File: src/sv/ksort_pkg.sv
package ksort_pkg;

  // Widths fixed by the item and register formats.
  localparam int unsigned VALUE_W = 32;
  localparam int unsigned K_W     = 4;

  // Default window storage depth and the distance loaded at reset.
  localparam int unsigned WINDOW_DEPTH_DEFAULT = 16;
  localparam logic [K_W-1:0] K_RESET = 4'd4;

  // Commands from the controller to the datapath.
  typedef struct packed {
    logic accept;      // input word taken this cycle
    logic scan_start;  // clear the scan pointer
    logic scan_step;   // read one window entry and advance
    logic emit;        // load the result register and move the tail entry
  } ksort_cmd_t;

  // Status from the datapath to the controller.
  typedef struct packed {
    logic need;        // a smallest value must leave the window
    logic scan_last;   // the pointer is at the last held entry
    logic out_free;    // the result register can take a new word
  } ksort_status_t;

endpackage

File: src/sv/ksort_ram.sv
module ksort_ram #(
  parameter int unsigned WIDTH = 32,
  parameter int unsigned DEPTH = 16
) (
  input  logic                     clk_i,
  input  logic                     we_i,
  input  logic [$clog2(DEPTH)-1:0] waddr_i,
  input  logic [WIDTH-1:0]         wdata_i,
  input  logic                     re_i,
  input  logic [$clog2(DEPTH)-1:0] raddr_i,
  output logic [WIDTH-1:0]         rdata_o
);

  logic [WIDTH-1:0] mem_q [DEPTH];
  logic [WIDTH-1:0] rdata_q;

  // One write port, one registered read port.
  always_ff @(posedge clk_i) begin
    if (we_i) begin
      mem_q[waddr_i] <= wdata_i;
    end
    if (re_i) begin
      rdata_q <= mem_q[raddr_i];
    end
  end

  assign rdata_o = rdata_q;

endmodule

File: src/sv/ksort_ctrl.sv
module ksort_ctrl (
  input  logic                      clk_i,
  input  logic                      rst_ni,
  input  logic                      in_valid_i,
  output logic                      in_ready_o,
  input  ksort_pkg::ksort_status_t  status_i,
  output ksort_pkg::ksort_cmd_t     cmd_o
);

  import ksort_pkg::*;

  typedef enum logic [4:0] {
    ST_IDLE   = 5'b00001,
    ST_DECIDE = 5'b00010,
    ST_SCAN   = 5'b00100,
    ST_WAIT   = 5'b01000,
    ST_EMIT   = 5'b10000
  } state_e;

  state_e state_q, state_d;

  // Next state and command decode.
  always_comb begin
    state_d = state_q;
    cmd_o   = '0;
    case (state_q)
      ST_IDLE: begin
        cmd_o.accept = in_valid_i;
        if (in_valid_i) begin
          state_d = ST_DECIDE;
        end
      end
      ST_DECIDE: begin
        if (status_i.need) begin
          cmd_o.scan_start = 1'b1;
          state_d          = ST_SCAN;
        end else begin
          state_d = ST_IDLE;
        end
      end
      ST_SCAN: begin
        cmd_o.scan_step = 1'b1;
        if (status_i.scan_last) begin
          state_d = ST_WAIT;
        end
      end
      ST_WAIT: begin
        // The last read word is compared in this cycle.
        state_d = ST_EMIT;
      end
      ST_EMIT: begin
        if (status_i.out_free) begin
          cmd_o.emit = 1'b1;
          state_d    = ST_DECIDE;
        end
      end
      default: begin
        state_d = ST_IDLE;
      end
    endcase
  end

  always_ff @(posedge clk_i or negedge rst_ni) begin
    if (!rst_ni) begin
      state_q <= ST_IDLE;
    end else begin
      state_q <= state_d;
    end
  end

  assign in_ready_o = (state_q == ST_IDLE);

endmodule

File: src/sv/ksort_dp.sv
module ksort_dp #(
  parameter int unsigned WINDOW_DEPTH = ksort_pkg::WINDOW_DEPTH_DEFAULT
) (
  input  logic                            clk_i,
  input  logic                            rst_ni,
  input  ksort_pkg::ksort_cmd_t           cmd_i,
  output ksort_pkg::ksort_status_t        status_o,
  input  logic [ksort_pkg::VALUE_W-1:0]   in_value_i,
  input  logic                            in_last_i,
  input  logic                            cfg_valid_i,
  input  logic [ksort_pkg::K_W-1:0]       cfg_data_i,
  output logic                            out_valid_o,
  input  logic                            out_ready_i,
  output logic [ksort_pkg::VALUE_W-1:0]   out_value_o,
  output logic                            out_last_o
);

  import ksort_pkg::*;

  localparam int unsigned CW = $clog2(WINDOW_DEPTH + 1);
  localparam int unsigned AW = $clog2(WINDOW_DEPTH);
  localparam int unsigned KW = (CW > K_W) ? CW : K_W;
  localparam logic [KW-1:0] K_MAX = KW'(WINDOW_DEPTH - 1);

  logic [K_W-1:0]     k_q;
  logic [CW-1:0]      count_q, count_d;
  logic               last_q;
  logic [CW-1:0]      ptr_q;
  logic               rd_valid_q;
  logic [AW-1:0]      rd_idx_q;
  logic [VALUE_W-1:0] min_q, tail_q;
  logic [AW-1:0]      best_q;
  logic               out_valid_q, out_last_q;
  logic [VALUE_W-1:0] out_value_q;
  logic [VALUE_W-1:0] rdata;
  logic [KW-1:0]      k_ext, eff_k, count_ext;
  logic               ram_we;
  logic [AW-1:0]      ram_waddr;
  logic [VALUE_W-1:0] ram_wdata;

  // Distance register, written only while the block is idle.
  always_ff @(posedge clk_i or negedge rst_ni) begin
    if (!rst_ni) begin
      k_q <= K_RESET;
    end else if (cfg_valid_i) begin
      k_q <= cfg_data_i;
    end
  end

  // Effective distance is capped so an insert always finds room.
  always_comb begin
    k_ext     = KW'(k_q);
    eff_k     = (k_ext > K_MAX) ? K_MAX : k_ext;
    count_ext = KW'(count_q);
  end

  // Window store: inserts at the fill point, the tail fills the hole on removal.
  assign ram_we    = cmd_i.accept | cmd_i.emit;
  assign ram_waddr = cmd_i.accept ? count_q[AW-1:0] : best_q;
  assign ram_wdata = cmd_i.accept ? in_value_i : tail_q;

  ksort_ram #(
    .WIDTH (VALUE_W),
    .DEPTH (WINDOW_DEPTH)
  ) u_ram (
    .clk_i   (clk_i),
    .we_i    (ram_we),
    .waddr_i (ram_waddr),
    .wdata_i (ram_wdata),
    .re_i    (cmd_i.scan_step),
    .raddr_i (ptr_q[AW-1:0]),
    .rdata_o (rdata)
  );

  // Fill count and drain flag.
  always_comb begin
    count_d = count_q;
    if (cmd_i.accept) begin
      count_d = count_q + 1'b1;
    end else if (cmd_i.emit) begin
      count_d = count_q - 1'b1;
    end
  end

  always_ff @(posedge clk_i or negedge rst_ni) begin
    if (!rst_ni) begin
      count_q <= '0;
      last_q  <= 1'b0;
    end else begin
      count_q <= count_d;
      if (cmd_i.accept) begin
        last_q <= in_last_i;
      end else if (cmd_i.emit && (count_d == '0)) begin
        last_q <= 1'b0;
      end
    end
  end

  // Scan pointer and read pipeline tag.
  always_ff @(posedge clk_i or negedge rst_ni) begin
    if (!rst_ni) begin
      ptr_q      <= '0;
      rd_valid_q <= 1'b0;
      rd_idx_q   <= '0;
    end else begin
      rd_valid_q <= cmd_i.scan_step;
      if (cmd_i.scan_start) begin
        ptr_q <= '0;
      end else if (cmd_i.scan_step) begin
        ptr_q    <= ptr_q + 1'b1;
        rd_idx_q <= ptr_q[AW-1:0];
      end
    end
  end

  // Running minimum; the last word read is the tail entry.
  always_ff @(posedge clk_i) begin
    if (rd_valid_q) begin
      tail_q <= rdata;
      if ((rd_idx_q == '0) || ($signed(rdata) < $signed(min_q))) begin
        min_q  <= rdata;
        best_q <= rd_idx_q;
      end
    end
  end

  // Result register.
  always_ff @(posedge clk_i or negedge rst_ni) begin
    if (!rst_ni) begin
      out_valid_q <= 1'b0;
    end else if (cmd_i.emit) begin
      out_valid_q <= 1'b1;
    end else if (out_ready_i) begin
      out_valid_q <= 1'b0;
    end
  end

  always_ff @(posedge clk_i) begin
    if (cmd_i.emit) begin
      out_value_q <= min_q;
      out_last_q  <= last_q && (count_d == '0);
    end
  end

  assign status_o.need      = last_q ? (count_q != '0) : (count_ext > eff_k);
  assign status_o.scan_last = (ptr_q == (count_q - 1'b1));
  assign status_o.out_free  = !out_valid_q || out_ready_i;

  assign out_valid_o = out_valid_q;
  assign out_value_o = out_value_q;
  assign out_last_o  = out_last_q;

  // The fill count never exceeds the storage depth.
  assert property (@(posedge clk_i) disable iff (!rst_ni)
    count_q <= CW'(WINDOW_DEPTH))
    else $error("window fill count exceeds depth");

  // A result is only loaded when the previous one has left or is leaving.
  assert property (@(posedge clk_i) disable iff (!rst_ni)
    cmd_i.emit |-> (!out_valid_q || out_ready_i))
    else $error("result register overwritten");

  // The final word of a drain leaves the window empty.
  assert property (@(posedge clk_i) disable iff (!rst_ni)
    (cmd_i.emit && last_q && (count_q == CW'(1))) |=> (count_q == '0) && out_last_q)
    else $error("drain did not end with an empty window");

  // No insert happens while a scan is running, and a scan never runs on an empty window.
  assert property (@(posedge clk_i) disable iff (!rst_ni)
    cmd_i.scan_step |-> !cmd_i.accept && (count_q != '0))
    else $error("scan overlapped an insert");

endmodule

File: src/sv/k_sorted_stream_sorter.sv
// A word is taken in IDLE; if no result is due, the block passes through DECIDE back to IDLE.
// Each result passes through DECIDE, a scan that reads one window entry per cycle, WAIT for the
// last compare and EMIT, which waits while the result register is still full.
// A new word is not taken until every result released by the previous word has been emitted;
// a drain repeats these steps for each result until the window is empty.
// Reset: fill count and drain flag clear, distance goes to 4; window contents are undefined
// and need no clearing pass.
module k_sorted_stream_sorter #(
  parameter int unsigned WINDOW_DEPTH = ksort_pkg::WINDOW_DEPTH_DEFAULT
) (
  input  logic                          clk_i,
  input  logic                          rst_ni,
  input  logic                          s_axis_tvalid_i,
  output logic                          s_axis_tready_o,
  input  logic [ksort_pkg::VALUE_W-1:0] s_axis_tdata_i,  // [31:0] value
  input  logic                          s_axis_tlast_i,
  output logic                          m_axis_tvalid_o,
  input  logic                          m_axis_tready_i,
  output logic [ksort_pkg::VALUE_W-1:0] m_axis_tdata_o,  // [31:0] value_res
  output logic                          m_axis_tlast_o,
  input  logic                          cfg_valid_i,
  output logic                          cfg_ready_o,
  input  logic [ksort_pkg::K_W-1:0]     cfg_data_i
);

  import ksort_pkg::*;

  ksort_cmd_t    cmd;
  ksort_status_t status;

  // The distance register takes a write only while no word is being processed.
  assign cfg_ready_o = s_axis_tready_o;

  ksort_ctrl u_ctrl (
    .clk_i      (clk_i),
    .rst_ni     (rst_ni),
    .in_valid_i (s_axis_tvalid_i),
    .in_ready_o (s_axis_tready_o),
    .status_i   (status),
    .cmd_o      (cmd)
  );

  ksort_dp #(
    .WINDOW_DEPTH (WINDOW_DEPTH)
  ) u_dp (
    .clk_i       (clk_i),
    .rst_ni      (rst_ni),
    .cmd_i       (cmd),
    .status_o    (status),
    .in_value_i  (s_axis_tdata_i),
    .in_last_i   (s_axis_tlast_i),
    .cfg_valid_i (cfg_valid_i && cfg_ready_o),
    .cfg_data_i  (cfg_data_i),
    .out_valid_o (m_axis_tvalid_o),
    .out_ready_i (m_axis_tready_i),
    .out_value_o (m_axis_tdata_o),
    .out_last_o  (m_axis_tlast_o)
  );

endmodule

File: config.mk
export PLATFORM = sky130hd
export DESIGN_NAME = k_sorted_stream_sorter
export DESIGN_NICKNAME = d
export VERILOG_FILES = /design/src/sv/ksort_pkg.sv /design/src/sv/ksort_ram.sv /design/src/sv/ksort_ctrl.sv /design/src/sv/ksort_dp.sv /design/src/sv/k_sorted_stream_sorter.sv
export SDC_FILE = /design/constraint.sdc
export NUM_CORES = 1
export LEC_CHECK = 0
export BUFFER_PORTS_ARGS = -buffer_cell sky130_fd_sc_hd__buf_2
export CAP_MARGIN = 20
export CORE_ASPECT_RATIO = 1.25
export CORE_MARGIN = 1.5
export CORE_UTILIZATION = 59
export CTS_BUF_LIST = sky130_fd_sc_hd__clkbuf_2 sky130_fd_sc_hd__clkbuf_4 sky130_fd_sc_hd__clkbuf_8
export DETAILED_ROUTE_END_ITERATION = 16
export GPL_ROUTABILITY_DRIVEN = 0
export GPL_TIMING_DRIVEN = 0
export PLACE_DENSITY = 0.85
export SLEW_MARGIN = 40
export SYNTH_ARGS = -nofsm -noshare
export SYNTH_HDL_FRONTEND = slang
export SYNTH_SLANG_ARGS = --single-unit
export TNS_END_PERCENT = 50
File: constraint.sdc
create_clock -name clk_i -period 11.55 [get_ports clk_i]
set_input_delay 0 -clock clk_i [delete_from_list [all_inputs] [get_ports clk_i]]
set_output_delay 0 -clock clk_i [all_outputs]
set_load 0.02 [all_outputs]
==> flow_summary.ini <==
[run_status]
status = completed

[setup_path]
cp_slowest_cell = a2111oi_2
critPathLaunch = u_dp.u_ram.rdata_o[31]
crit_path_max_fanout = 21
path_cells = ha_1, nand4_1, nor3_1, nand3_1, a2111oi_2, nand3_1, o2111a_4, buf_12
crit_buf_inv = 1
rr_startpoint = u_dp.u_ram.rdata_o[31]
max_stage_delay_ns = 0.70
cp.depth = 8
arrival_ns = 4.00
crit_family = simple AND/OR/NAND/NOR gates
r2r_cells = 8
crit_type = reg -> reg
cp_data_required_time_ns = 11.97
worstSetupEndpointType = register
worstSetupStartpointType = register
cp_common_cell = nand3_1
ff2ff_setup_slack_ns = 7.96

[timing]
finalCritPeriodShare_pct = 31.1
fmax_mhz = 279
layout_setup_ws_ns = 7.96
setup-tns-final_ns = 0
tightest_slew_ns = 0.962
setup_viol = 0
slew_violations = 0
rsz0062_at_grt = false
skew_ns = 0.0348
finalHoldViolations = 0
relSlewSlack_pct = 35.9
finalCriticalPeriod_ns = 3.59

[clock_network]
clock_latency_ns = 0.70
cts_tree = done
root_buffer = clkbuf_8
post-cts-setup-buffers = 0
cts_buffer_depth = 3
cts-buffers-inserted = 96
cts.clk_slew.worst_paths_ns = 0.07
clock-sinks = 671
h-tree-depth = 3

[hold_path]
hp-class = in -> reg
hold_start = s_axis_tdata_i[23]
min_delay_path_depth = 3

[pwr]
switchingPower_w = 0.00187
pwr-share-clk_pct = 29.4
peakVddDrop_mv = 0.141
p_per_area_nw_per_um2 = 215
switching_share_pct = 28.7
p_leak_nw = 10.2
power.share.combinational_pct = 22.2
seqPwrFrac_pct = 48.4
p_int_w = 0.00464

[final_layout]
finish.instance_area_um2 = 30300
fin_cells = 2122
syn2layout_area_growth_pct = 16.8
register_area_um2 = 20000
post-route-util_pct = 70.2
layout.nets = 1563
multi_input_area_um2 = 5670
drive_above_1_share_pct = 31.8
fillCellCount = 2404

[routing]
dr_total_vias = 14000
drc = 0
highest_layer = met4
drt-pass1-iter-count = 5
detail_route.iter0.violations = 1966
drt-met1-wl_um = 21700
vias_per_cell = 6.58
wl_um = 65400
wl_met3_um = 7800
wl_per_cell_um = 30.8
dr_wl_met2_um = 32600
ant_nets = 0

[floorplanning]
coreArea_um2 = 43200
die_h_um = 237
start_util_pct = 60.0
die_w_um = 190
dieArea_um2 = 45200
rows = 85
io_pins = 78

[placement]
pre_cts_slack_ns = 7.83
portBuffers = 77
dp.cells = 1920
hpwl_um = 40900
placed_area_um2 = 28000

[yosys]
yosysSeqAreaShare_pct = 77.2
yosysWarnings = 0
synth_top_family_by_area = multiplexers
synth_cell_types = 55
synth_area_leaders = edfxtp_1 (75%), mux4_2 (14%), dfrtp_1 (2.3%), nand2_1 (1.9%), ha_1 (1.8%)
synth_mux_area_share_pct = 14.2
syn_nets = 1317
avgSynthCellArea_um2 = 21.0
synth_compound_area_share_pct = 1.40
synthArstFlopShare_pct = 3.87
synth-simple-area-share_pct = 3.37
ys_ff_latch = 671
synth_edf_count = 645
synth_top_area_share_pct = 74.7
synth-xor-area-share_pct = 0.473
netlist_area_um2 = 25900
ys.flop_type = edfxtp_1
postSynthCellCount = 1237
yosysTopAreaCell = edfxtp_1
synthAdderAreaFrac_pct = 1.83

[grt]
first_global_vias = 14400
antenna_found_initial = 1
grt_pass1_wl_um = 93700
grt_use_total_pct = 29.8
grt-ovfl-total = 0
grt_max_degree = 43

[flow_run]
drv_cap = 0
-- metrics by stage --
step,hold WS [ns],total power [W]
6_report,0.0306,0.00652
5_1_grt,0.0342,0.00671
4_1_cts,0.00130,0.00650
3_5_place_dp,0.0549,0.00459
3_3_place_gp,0.0211,0.00441
2_1_floorplan,-0.296,0.00406
-- synthesized netlist by cell type (2+ instances only) --
| library cell | count |
|---|---|
| edfxtp_1 | 645 |
| mux4_2 | 160 |
| nand2_1 | 133 |
| inv_1 | 40 |
| ha_1 | 38 |
| nor2_1 | 33 |
| dfrtp_1 | 24 |
| clkbuf_1 | 23 |
| a21oi_1 | 13 |
| o21ai_0 | 13 |
| buf_2 | 12 |
| buf_1 | 8 |
| xor2_1 | 8 |
| buf_4 | 7 |
| nand3_1 | 7 |
| nand4_1 | 6 |
| xnor2_1 | 6 |
| nor3_1 | 5 |
| mux2_2 | 4 |
| a31oi_1 | 3 |
| a32oi_1 | 3 |
| nand2b_1 | 3 |
| a41oi_1 | 2 |
| and3_1 | 2 |
| dfstp_2 | 2 |
| mux2i_1 | 2 |
| nor3b_1 | 2 |
| nor4_1 | 2 |
| o211ai_1 | 2 |
| o21a_1 | 2 |
| o31a_1 | 2 |
| or3_1 | 2 |
-- flip-flops by register name, summed over array words and instances, names as in the netlist, 5 cells and up --
signal	flops
u_dp.u_ram.mem_q	512
u_dp.u_ram.rdata_o	32
u_dp.min_q	32
u_dp.tail_q	32
u_ctrl.state_q	5
u_dp.out_value_o	32
u_dp.ptr_q	5
u_dp.count_ext	5
-- worst paths after layout --
check,to
worst max-delay path,u_dp.min_q[19]
worst min-delay path,u_dp.u_ram.mem_q[10][23]
worst max register to register,u_dp.min_q[19]
worst min register to register,u_dp.out_value_o[24]
max in group asynchronous,u_dp.rd_valid_q
min in group asynchronous,u_ctrl.state_q[0]
-- cells by family (layout without fill, tap and decap cells) --
| family | count (synthesis) | count (layout) |
|---|---|---|
| flops | 671 | 671 |
| simple gates | 204 | 204 |
| other cells | 0 | 1 |
| mux | 166 | 166 |
| compound gates | 52 | 52 |
| fa+ha+maj | 38 | 38 |
| xor+xnor | 14 | 14 |
| buf+inv | 92 | 411 |
-- placed cells by master (no fill, tap or decap), types with 4 or more instances in the layout --
| cell type | instances |
|---|---|
| buf_16 | 17 |
| xor2_1 | 8 |
| bufinv_16 | 5 |
| inv_1 | 39 |
| ha_1 | 38 |
| clkinv_2 | 9 |
| nor2_1 | 17 |
| nand2_1 | 133 |
| nand4_1 | 6 |
| dfrtp_1 | 23 |
| dlygate4sd3_1 | 29 |
| nand3_1 | 7 |
| mux4_2 | 160 |
| clkbuf_8 | 104 |
| buf_2 | 93 |
| buf_4 | 7 |
| clkbuf_4 | 22 |
| a21oi_1 | 12 |
| clkinv_1 | 24 |
| clkbuf_2 | 9 |
| buf_12 | 4 |
| edfxtp_1 | 645 |
| clkbuf_1 | 16 |
| xnor2_1 | 6 |
| o21ai_0 | 12 |
| nor2_4 | 16 |
| nor3_1 | 5 |
| buf_8 | 19 |
| mux2_2 | 4 |
| inv_6 | 5 |
-- worst min-delay path, delay by kind of cell --
family	cells	cell delay, ns
buffers and inverters	1	0.08
and+or+nand+nor	2	0.39
-- area by class of cell --
cell class | count | area share [%]
sequential | 671 | 66.1
multi-input combinational | 474 | 18.7
clock buffer | 126 | 5.27
timing repair buffer | 148 | 5.04
tap | 565 | 2.33
clock inverter | 45 | 1.13
buffer | 51 | 0.843
inverter | 41 | 0.533
antenna | 1 | 0.00826
-- repair_timing --
item	CTS	global route
endpoints found under the setup margin	0	0
hold buffers	30	0
hold endpoints to repair	263	0
gates resized for setup	0	0
-- layer usage --
layer,vias up,GRT usage (%)
met3,221,6.78
met1,7022,38.1
li1,5520,-
met4,0,15.7
met2,1190,48.2
met5,-,0
-- power groups by stage --
stage                     Combinational (W)  Sequential, W  Clock (W)
after floorplan                    0.000896        0.00316          0
after global placement              0.00122        0.00319          0
after detailed placement            0.00139        0.00320          0
after CTS                           0.00142        0.00315    0.00193
after global routing                0.00152        0.00316    0.00202
final                               0.00145        0.00315    0.00192
(Power assumes the default switching activity.)
